$ cat src/hw/rtl/kce_pkg.sv
// Shared types, codes and constants for the keyframe curve evaluator.
// Used by every module of the block; depends on nothing.
`timescale 1ns / 1ps
`default_nettype none

package kce_pkg;

    localparam int MAX_POINTS = 16;
    localparam int ADDR_W     = $clog2(MAX_POINTS);
    localparam int CNT_W      = $clog2(MAX_POINTS + 1);
    localparam int DIV_STEPS  = 17;
    localparam int STEP_W     = $clog2(DIV_STEPS);

    localparam logic [2:0] ACT_CLEAR      = 3'd0;
    localparam logic [2:0] ACT_ADD        = 3'd1;
    localparam logic [2:0] ACT_SORT       = 3'd2;
    localparam logic [2:0] ACT_EVAL       = 3'd3;
    localparam logic [2:0] ACT_EVAL_CLAMP = 3'd4;

    localparam logic [2:0] EASE_IN     = 3'd1;
    localparam logic [2:0] EASE_OUT    = 3'd2;
    localparam logic [2:0] EASE_IN_OUT = 3'd3;
    localparam logic [2:0] EASE_SMOOTH = 3'd4;
    localparam logic [2:0] EASE_HOLD   = 3'd5;

    localparam logic [1:0] WRAP_CLAMP = 2'd0;
    localparam logic [1:0] WRAP_LOOP  = 2'd1;

    localparam logic [1:0] ST_OK    = 2'd0;
    localparam logic [1:0] ST_FULL  = 2'd1;
    localparam logic [1:0] ST_EMPTY = 2'd2;

    localparam logic [16:0] ONE_Q   = 17'd65536;
    localparam logic [18:0] TWO_Q   = 19'd131072;
    localparam logic [17:0] THREE_Q = 18'd196608;
    localparam logic [18:0] FOUR_Q  = 19'd262144;

    typedef struct packed {
        logic [2:0]         action;
        logic signed [23:0] time_q;
        logic signed [31:0] point_value;
        logic [2:0]         ease_mode;
        logic signed [31:0] clamp_low;
        logic signed [31:0] clamp_high;
    } kce_item_t;

    typedef struct packed {
        logic signed [31:0] result_value;
        logic [1:0]         status;
        logic [4:0]         points_held;
    } kce_result_t;

    typedef struct packed {
        logic signed [23:0] key_time;
        logic signed [31:0] key_value;
        logic [2:0]         key_mode;
    } kce_key_t;

    typedef enum logic [1:0] {
        WR_ITEM,
        WR_RD_A,
        WR_RD_B
    } kce_wr_src_t;

    typedef enum logic [2:0] {
        RES_ZERO,
        RES_A,
        RES_B,
        RES_LAST,
        RES_LERP
    } kce_res_sel_t;

    typedef enum logic [4:0] {
        S_IDLE,
        S_DISPATCH,
        S_SORT_RD,
        S_SORT_CMP,
        S_SORT_W1,
        S_SORT_W2,
        S_EV_ENDS,
        S_EV_ENDS_CHK,
        S_EV_SEG,
        S_EV_SEG_CHK,
        S_EV_DIV,
        S_EV_EASE1,
        S_EV_EASE2,
        S_EV_MUL,
        S_EV_SUM,
        S_EV_CLAMP,
        S_FINISH
    } kce_state_t;

    typedef struct packed {
        logic              load;
        logic              wr_en;
        logic [ADDR_W-1:0] wr_addr;
        kce_wr_src_t       wr_src;
        logic              rd_en;
        logic [ADDR_W-1:0] rd_a_addr;
        logic [ADDR_W-1:0] rd_b_addr;
        logic              count_clr;
        logic              count_inc;
        logic              save_last;
        logic              div_init;
        logic              div_step;
        logic              ease1;
        logic              ease2;
        logic              lerp_mul;
        logic              res_en;
        kce_res_sel_t      res_sel;
        logic              clamp;
        logic              set_full;
        logic              set_empty;
        logic              out_load;
    } kce_cmd_t;

    typedef struct packed {
        logic [2:0]       action;
        logic [CNT_W-1:0] count;
        logic             t_le_a;
        logic             t_ge_b;
        logic             t_in_seg;
        logic             seg_zero;
        logic             a_gt_b;
    } kce_stat_t;

endpackage

`default_nettype wire

$ cat src/hw/rtl/kce_ctrl.sv
// Controller: sequences clear, add, sort and evaluate over the datapath.
// Drives kce_datapath through kce_cmd_t; depends on kce_pkg.
`timescale 1ns / 1ps
`default_nettype none

module kce_ctrl
    import kce_pkg::*;
(
    input  wire logic      clk,
    input  wire logic      rst_n,
    input  wire logic      item_valid,
    output logic           item_stall,
    output logic           result_valid,
    input  wire logic      result_stall,
    input  wire kce_stat_t stat,
    output kce_cmd_t       cmd
);

    localparam int CW1 = CNT_W + 1;

    kce_state_t        state_reg;
    kce_state_t        state_next;
    logic [CNT_W-1:0]  idx_reg;
    logic [CNT_W-1:0]  idx_next;
    logic [CNT_W-1:0]  lim_reg;
    logic [CNT_W-1:0]  lim_next;
    logic [STEP_W-1:0] step_reg;
    logic [STEP_W-1:0] step_next;
    logic              out_valid_reg;
    logic              out_valid_next;

    kce_state_t        adv_state;
    logic [CNT_W-1:0]  adv_idx;
    logic [CNT_W-1:0]  adv_lim;
    logic [CNT_W-1:0]  idx_inc;

    always_ff @(posedge clk or negedge rst_n)
    begin
        if (!rst_n)
        begin
            state_reg     <= S_IDLE;
            idx_reg       <= '0;
            lim_reg       <= '0;
            step_reg      <= '0;
            out_valid_reg <= 1'b0;
        end
        else
        begin
            state_reg     <= state_next;
            idx_reg       <= idx_next;
            lim_reg       <= lim_next;
            step_reg      <= step_next;
            out_valid_reg <= out_valid_next;
        end
    end

    assign item_stall   = (state_reg != S_IDLE);
    assign result_valid = out_valid_reg;
    assign idx_inc      = idx_reg + 1'b1;

    // advance the bubble sort to the next pair or the next pass, or finish it
    always_comb
    begin
        adv_idx = '0;
        adv_lim = lim_reg;
        if (CW1'(idx_inc) < CW1'(lim_reg))
        begin
            adv_state = S_SORT_RD;
            adv_idx   = idx_inc;
        end
        else if (lim_reg > CNT_W'(1))
        begin
            adv_state = S_SORT_RD;
            adv_lim   = lim_reg - 1'b1;
        end
        else
        begin
            adv_state = S_FINISH;
        end
    end

    always_comb
    begin
        state_next     = state_reg;
        idx_next       = idx_reg;
        lim_next       = lim_reg;
        step_next      = step_reg;
        out_valid_next = out_valid_reg && result_stall;
        cmd            = '0;
        cmd.rd_a_addr  = ADDR_W'(idx_reg);
        cmd.rd_b_addr  = ADDR_W'(idx_inc);
        cmd.wr_addr    = ADDR_W'(idx_reg);

        unique case (state_reg)
            S_IDLE:
            begin
                if (item_valid)
                begin
                    cmd.load   = 1'b1;
                    state_next = S_DISPATCH;
                end
            end
            S_DISPATCH:
            begin
                state_next = S_FINISH;
                case (stat.action) inside
                    ACT_CLEAR: cmd.count_clr = 1'b1;
                    ACT_ADD:
                    begin
                        if (stat.count == CNT_W'(MAX_POINTS))
                            cmd.set_full = 1'b1;
                        else
                        begin
                            cmd.wr_en     = 1'b1;
                            cmd.wr_addr   = ADDR_W'(stat.count);
                            cmd.wr_src    = WR_ITEM;
                            cmd.count_inc = 1'b1;
                        end
                    end
                    ACT_SORT:
                    begin
                        if (stat.count > CNT_W'(1))
                        begin
                            idx_next   = '0;
                            lim_next   = stat.count - 1'b1;
                            state_next = S_SORT_RD;
                        end
                    end
                    ACT_EVAL, ACT_EVAL_CLAMP:
                    begin
                        if (stat.count == '0)
                        begin
                            cmd.set_empty = 1'b1;
                            state_next    = S_EV_CLAMP;
                        end
                        else
                            state_next = S_EV_ENDS;
                    end
                    default: state_next = S_FINISH;
                endcase
            end
            S_SORT_RD:
            begin
                cmd.rd_en  = 1'b1;
                state_next = S_SORT_CMP;
            end
            S_SORT_CMP:
            begin
                if (stat.a_gt_b)
                    state_next = S_SORT_W1;
                else
                begin
                    state_next = adv_state;
                    idx_next   = adv_idx;
                    lim_next   = adv_lim;
                end
            end
            S_SORT_W1:
            begin
                cmd.wr_en  = 1'b1;
                cmd.wr_src = WR_RD_B;
                state_next = S_SORT_W2;
            end
            S_SORT_W2:
            begin
                cmd.wr_en   = 1'b1;
                cmd.wr_addr = ADDR_W'(idx_inc);
                cmd.wr_src  = WR_RD_A;
                state_next  = adv_state;
                idx_next    = adv_idx;
                lim_next    = adv_lim;
            end
            S_EV_ENDS:
            begin
                cmd.rd_en     = 1'b1;
                cmd.rd_a_addr = '0;
                cmd.rd_b_addr = ADDR_W'(stat.count - 1'b1);
                state_next    = S_EV_ENDS_CHK;
            end
            S_EV_ENDS_CHK:
            begin
                cmd.save_last = 1'b1;
                idx_next      = '0;
                if (stat.t_le_a)
                begin
                    cmd.res_en  = 1'b1;
                    cmd.res_sel = RES_A;
                    state_next  = S_EV_CLAMP;
                end
                else if (stat.t_ge_b)
                begin
                    cmd.res_en  = 1'b1;
                    cmd.res_sel = RES_B;
                    state_next  = S_EV_CLAMP;
                end
                else
                    state_next = S_EV_SEG;
            end
            S_EV_SEG:
            begin
                cmd.rd_en  = 1'b1;
                state_next = S_EV_SEG_CHK;
            end
            S_EV_SEG_CHK:
            begin
                if (stat.t_in_seg)
                begin
                    if (stat.seg_zero)
                    begin
                        cmd.res_en  = 1'b1;
                        cmd.res_sel = RES_B;
                        state_next  = S_EV_CLAMP;
                    end
                    else
                    begin
                        cmd.div_init = 1'b1;
                        step_next    = '0;
                        state_next   = S_EV_DIV;
                    end
                end
                else if ((CW1'(idx_reg) + CW1'(2)) < CW1'(stat.count))
                begin
                    idx_next   = idx_inc;
                    state_next = S_EV_SEG;
                end
                else
                begin
                    cmd.res_en  = 1'b1;
                    cmd.res_sel = RES_LAST;
                    state_next  = S_EV_CLAMP;
                end
            end
            S_EV_DIV:
            begin
                cmd.div_step = 1'b1;
                step_next    = step_reg + 1'b1;
                if (step_reg == STEP_W'(DIV_STEPS - 1))
                    state_next = S_EV_EASE1;
            end
            S_EV_EASE1:
            begin
                cmd.ease1  = 1'b1;
                state_next = S_EV_EASE2;
            end
            S_EV_EASE2:
            begin
                cmd.ease2  = 1'b1;
                state_next = S_EV_MUL;
            end
            S_EV_MUL:
            begin
                cmd.lerp_mul = 1'b1;
                state_next   = S_EV_SUM;
            end
            S_EV_SUM:
            begin
                cmd.res_en  = 1'b1;
                cmd.res_sel = RES_LERP;
                state_next  = S_EV_CLAMP;
            end
            S_EV_CLAMP:
            begin
                cmd.clamp  = 1'b1;
                state_next = S_FINISH;
            end
            S_FINISH:
            begin
                if (!out_valid_reg || !result_stall)
                begin
                    cmd.out_load   = 1'b1;
                    out_valid_next = 1'b1;
                    state_next     = S_IDLE;
                end
            end
            default: state_next = S_IDLE;
        endcase
    end

endmodule

`default_nettype wire

$ cat config.mk
export PLATFORM = sky130hd
export DESIGN_NAME = kce_ctrl
export DESIGN_NICKNAME = d
export VERILOG_FILES = /design/src/hw/rtl/kce_pkg.sv /design/src/hw/rtl/kce_ctrl.sv
export SDC_FILE = /design/constraint.sdc
export NUM_CORES = 1
export LEC_CHECK = 0
export BUFFER_PORTS_ARGS = -buffer_cell sky130_fd_sc_hd__buf_2
export CORE_ASPECT_RATIO = 2
export CORE_MARGIN = 2
export CORE_UTILIZATION = 48
export CTS_CLUSTER_DIAMETER = 30
export DETAILED_ROUTE_END_ITERATION = 16
export GPL_ROUTABILITY_DRIVEN = 1
export PLACE_DENSITY_LB_ADDON = 0.2
export SYNTH_ARGS = -nofsm -noshare
export SYNTH_HDL_FRONTEND = slang
export SYNTH_SLANG_ARGS = --single-unit
$ cat constraint.sdc
create_clock -name clk -period 4.4 [get_ports clk]
set_input_delay 0.22 -clock clk [delete_from_list [all_inputs] [get_ports clk]]
set_output_delay 0.22 -clock clk [all_outputs]
set_load 0.05 [all_outputs]
Yosys cells after proc, flatten, opt, wreduce, memory -nomap -nowiden
Index checks and enable logic that the tools add are counted.

word-level totals
  bits in registers = 21
  bits in latches = 0
  bits in writable memories = 0
  memory bits (read-only) = 0
  bits of input ports = 17
  output and inout bits = 35
  memories = 0

operators by class
  add/sub/neg operators = 5
  $mul = 0
  div/mod/pow operators = 0
  order comparisons = 4
  eq/ne operators = 34
  shift operators = 0
  mux-type cells = 81
  bitwise operators = 0
  reduce and logical (&&, ||, !) cells = 18

operators with widths
  cell                                                           number
  two-way mux 5 bit                                              30
  one-hot mux 5 bit (17 select lines)                            1
  == test 5 x 4 -> 1 bit, second input constant                  8
  two-way mux 1 bit                                              28
  one-hot mux 5 bit (5 select lines)                             1
  two-way mux 4 bit                                              6
  != test 2 bit, second input constant                           12
  two-way mux 7 bit                                              3
  == test 5 x 3 -> 1 bit, second input constant                  4
  == test 5 bit, second input constant                           3
  one-hot mux 5 bit (3 select lines)                             1
  one-hot mux 4 bit (3 select lines)                             1
  adder 5 x 1 -> 5 bit, second input constant                    2
  == test 5 x 2 -> 1 bit, second input constant                  2
  greater-than comparator 5 x 1 -> 1 bit, second input constant  2
  logical NOT 5 bit                                              2
  one-hot mux 5 bit (2 select lines)                             1
  nonzero test 5 bit                                             2
  subtractor 5 x 1 -> 5 bit, second input constant               2
  two-way mux 3 bit                                              3
  two-way mux 8 bit                                              1
  one-hot mux 4 bit (2 select lines)                             1
  AND reduction 8 bit                                            1
  adder 5 x 2 -> 6 bit, second input constant                    1
  19 further kinds                                               24

Longest topological paths before layout
  word-level depth = 7
  mapped depth = 11
  depth with buffers taken out = 11

Worst setup path before layout
No wires, ideal clock.

  path type = reg-to-output
  start point = register idx_reg[2]
  end point = output cmd[4] (netlist name)
  data arrival time = 2.960 ns
  data required time = 4.180 ns
  slack = 1.220 ns
  stages on the path, launching flop included = 7
  path buffers = 0
  cells stage by stage = dfrtp_1 ha_1 xor2_1 ha_1 a21o_1 a2111oi_0 o41ai_1

RTL lines
  item                      line            RTL
  start: declaration        kce_ctrl.sv:23  logic [CNT_W-1:0] idx_reg;
  start signal: assignment  kce_ctrl.sv:50  idx_reg <= idx_next;
  end: declaration          kce_ctrl.sv:16  output kce_cmd_t cmd

==> metrics.csv <==
metric;value;unit
cts_root_buffer;sky130_fd_sc_hd__clkbuf_8;
place_congestion;0.9076;
yosysUniqueCellTypes;58;
dieWidth;51.71;µm
hp-class;primary input to flip-flop;
min_period;3.043;ns
clk_pin_slew;0.08;ns
comb_power_share;64.8;%
number_of_global_route_vias_before_repair;2207;
drt_iter0_drc;92;
insertedDiodeCount;0;
synth_top_cells_by_area;sky130_fd_sc_hd__dfrtp_1 (24%), sky130_fd_sc_hd__ha_1 (9.7%), sky130_fd_sc_hd__o21ai_0 (6.4%);
synth-async-reset-ratio;100.0;%
synth.avg_cell_area;7.612;µm²
p_sw_share;58.11;%
vias;2260;
timing.final.hold_violations;0;
rsz0062_at_grt;false;
cts_repair_resize_count;0;
worst_slew_margin_rel;65.34;%
synth-seq-cells;21;
post_cts_repair_timing_setup_buffer_count;0;
io_pins;52;
route.antenna.remaining_nets;0;
grtUsageTotal;26.61;%
portBuffers;51;
ys_dominant_reg_cell;sky130_fd_sc_hd__dfrtp_1;
route.detailed.wl_per_inst;16.54;µm
internal_power_summed_over_all_cells;0.0006360;W
design.core.area;4382;µm²
final-max-slew-violation-count;0;
critPathArrivalTime;2.82;ns
area.growth.synth_to_final;14.66;%
die_height;99.41;µm
end_kind;output port;
finalSetupViolations;0;
period_share;69.16;%
post_synth_inst_count;287;
final_core_utilization;57.17;%
cp_data_required_time;4.18;ns
cp-start-kind;flip-flop;
cts_tree;built;
clock_insertion_delay_worst_skew;0.27;ns
netlist.top_cell.by_area;sky130_fd_sc_hd__dfrtp_1;
crit_fanout;8;
row_count;34;
p_sw;0.0008822;W
ctsHtreeMaxLevel;1;
p_leak;1.241;nW
share_clk_of_total_power;8.8;%
post_route_cells_drive_above_1_share;20.78;%
initial_utilization;49.86;%
maxCapViolations;0;
fmax;328.6;MHz
number_of_remaining_drc_errors;0;
globalRoute.totalOverflow;0;
dr.pass1.iters;4;
cts_inserted_buffers;3;
layout.nets;367;
finalClockSkew;0.004351;ns
post-dp-hpwl;5166;µm
seq_power_share;26.5;%
fin_cells;386;
postRouteWirelength;6383;µm
die_area;5140;µm²
most-common-layout-cells;sky130_fd_sc_hd__buf_2 (51), sky130_fd_sc_hd__nor2_1 (31), sky130_fd_sc_hd__nand2_1 (30);
place_inst;381;
yosysTopAreaCellShare;24.05;%
totalPowerFinal;0.001518;W
grt_first_pass_wirelength;10340;µm
post_drt_via_cell_ratio;5.855;
syn-cell-area;2185;µm²
mappedNetlistNets;321;
grt_start_max_net_pins;22;
peakVddDrop;0.0003752;V
mostFrequentLayoutCell;sky130_fd_sc_hd__buf_2;
setup_total_negative_slack;0;ns
yosysWarningCount;0;
status;finished, final reports clean;
tritoncts_num_sinks;21;
tightest_slew;0.5200;ns
clock_tree.buffer_depth;2;
number_of_enable_type_register_cells_in_the_synthesized_netlist;0;
synth_sequential_area_ratio;24.05;%
timing_worst_setup_path_type;flip-flop to output port;
power.density_cell_area;606.1;nW/µm²
cts-hold-fix-buffers;1;
antenna_found_initial;0;
## Yosys cell counts, drive strengths merged, types with 2 or more instances
master,instances
o22ai,2
mux2i,5
clkbuf,7
a222oi,2
a2111oi,2
xor2,6
nor2b,6
a31oi,3
dfrtp,21
nand3,14
and3,3
a21o,2
a22oi,3
xnor2,5
inv,26
a21oi,15
o21a,2
nor3,6
nor3b,2
o2bb2ai,2
nand2,30
nand2b,5
o211ai,4
nand4,4
nand3b,2
and2,7
o21ai,29
ha,17
buf,4
nor2,32
nor4,4
## logic make-up after synthesis
logic type | after synthesis | synth area share [%]
mux | 5 | 2.291
simple gates | 121 | 28.41
flops | 21 | 24.05
xor+xnor | 11 | 4.410
compound gates | 75 | 24.00
fa+ha+maj | 17 | 9.736
buf+inv | 37 | 7.102
## metrics by stage
step | cell area, µm² | hold WS (ns) | worst slack (ns)
after CTS | 2505 | 0.1705 | 1.356
after global routing | 2505 | 0.2022 | 1.191
after detailed placement | 2450 | 0.2310 | 1.653
final | 2505 | 0.1741 | 1.357
after floorplan | 2185 | -0.07559 | 1.220
after global placement | 2450 | 0.2251 | 1.736
## per-layer routing
metal	vias to the layer above	routed length [µm]	share of wire, %	track usage [%]
met3	23	318	5.0	2.402
li1	1102	-	-	-
met1	1043	2211	35	28.26
met5	-	0	0	0
met2	92	3525	55	48.03
met4	0	327	5.1	16.60
## power by group through the flow
stage / registers, W / logic (W) / clock network, W
after floorplan: 0.000332 / 0.000827 / 0
after global placement: 0.000400 / 0.000960 / 0
after detailed placement: 0.000403 / 0.000975 / 0
after CTS: 0.000399 / 0.000980 / 0.000136
after global routing: 0.000418 / 0.00107 / 0.000146
final: 0.000402 / 0.000983 / 0.000133
## critical path, stage by stage (launching register included)
cell and delay [ns]:
sky130_fd_sc_hd__dfrtp_1 0.47, sky130_fd_sc_hd__ha_1 0.26, sky130_fd_sc_hd__xor2_1 0.18, sky130_fd_sc_hd__ha_1 0.31
sky130_fd_sc_hd__a21o_1 0.20, sky130_fd_sc_hd__a2111oi_4 0.38, sky130_fd_sc_hd__o21ai_2 0.13, sky130_fd_sc_hd__nand2_1 0.12
sky130_fd_sc_hd__o21a_1 0.20, sky130_fd_sc_hd__o21ai_0 0.10, sky130_fd_sc_hd__buf_2 0.22
## area by class of cell
class                   count  area [µm²]
flip-flops and latches     21       525.5
repair buffers             52       265.3
well taps                  54       67.56
inverters                  26       97.59
clock buffers               4       45.04
fillers                   419        1877
multi-input cells         229        1504
## path summary, 6_finish.rpt
kind	start	end	slack (ns)	depth (start not counted)
setup / recovery	idx_reg[2]	cmd[7]	1.36	10
hold / removal	result_stall	result_valid	0.17	3
setup reg to reg	idx_reg[2]	idx_reg[2]	1.65	9
hold reg to reg	result_valid	result_valid	0.53	2
max in group asynchronous	rst_n	step_reg[2]	3.60	2
min in group asynchronous	rst_n	lim_reg[4]	0.45	2
Power figures use the tool's default switching activity.
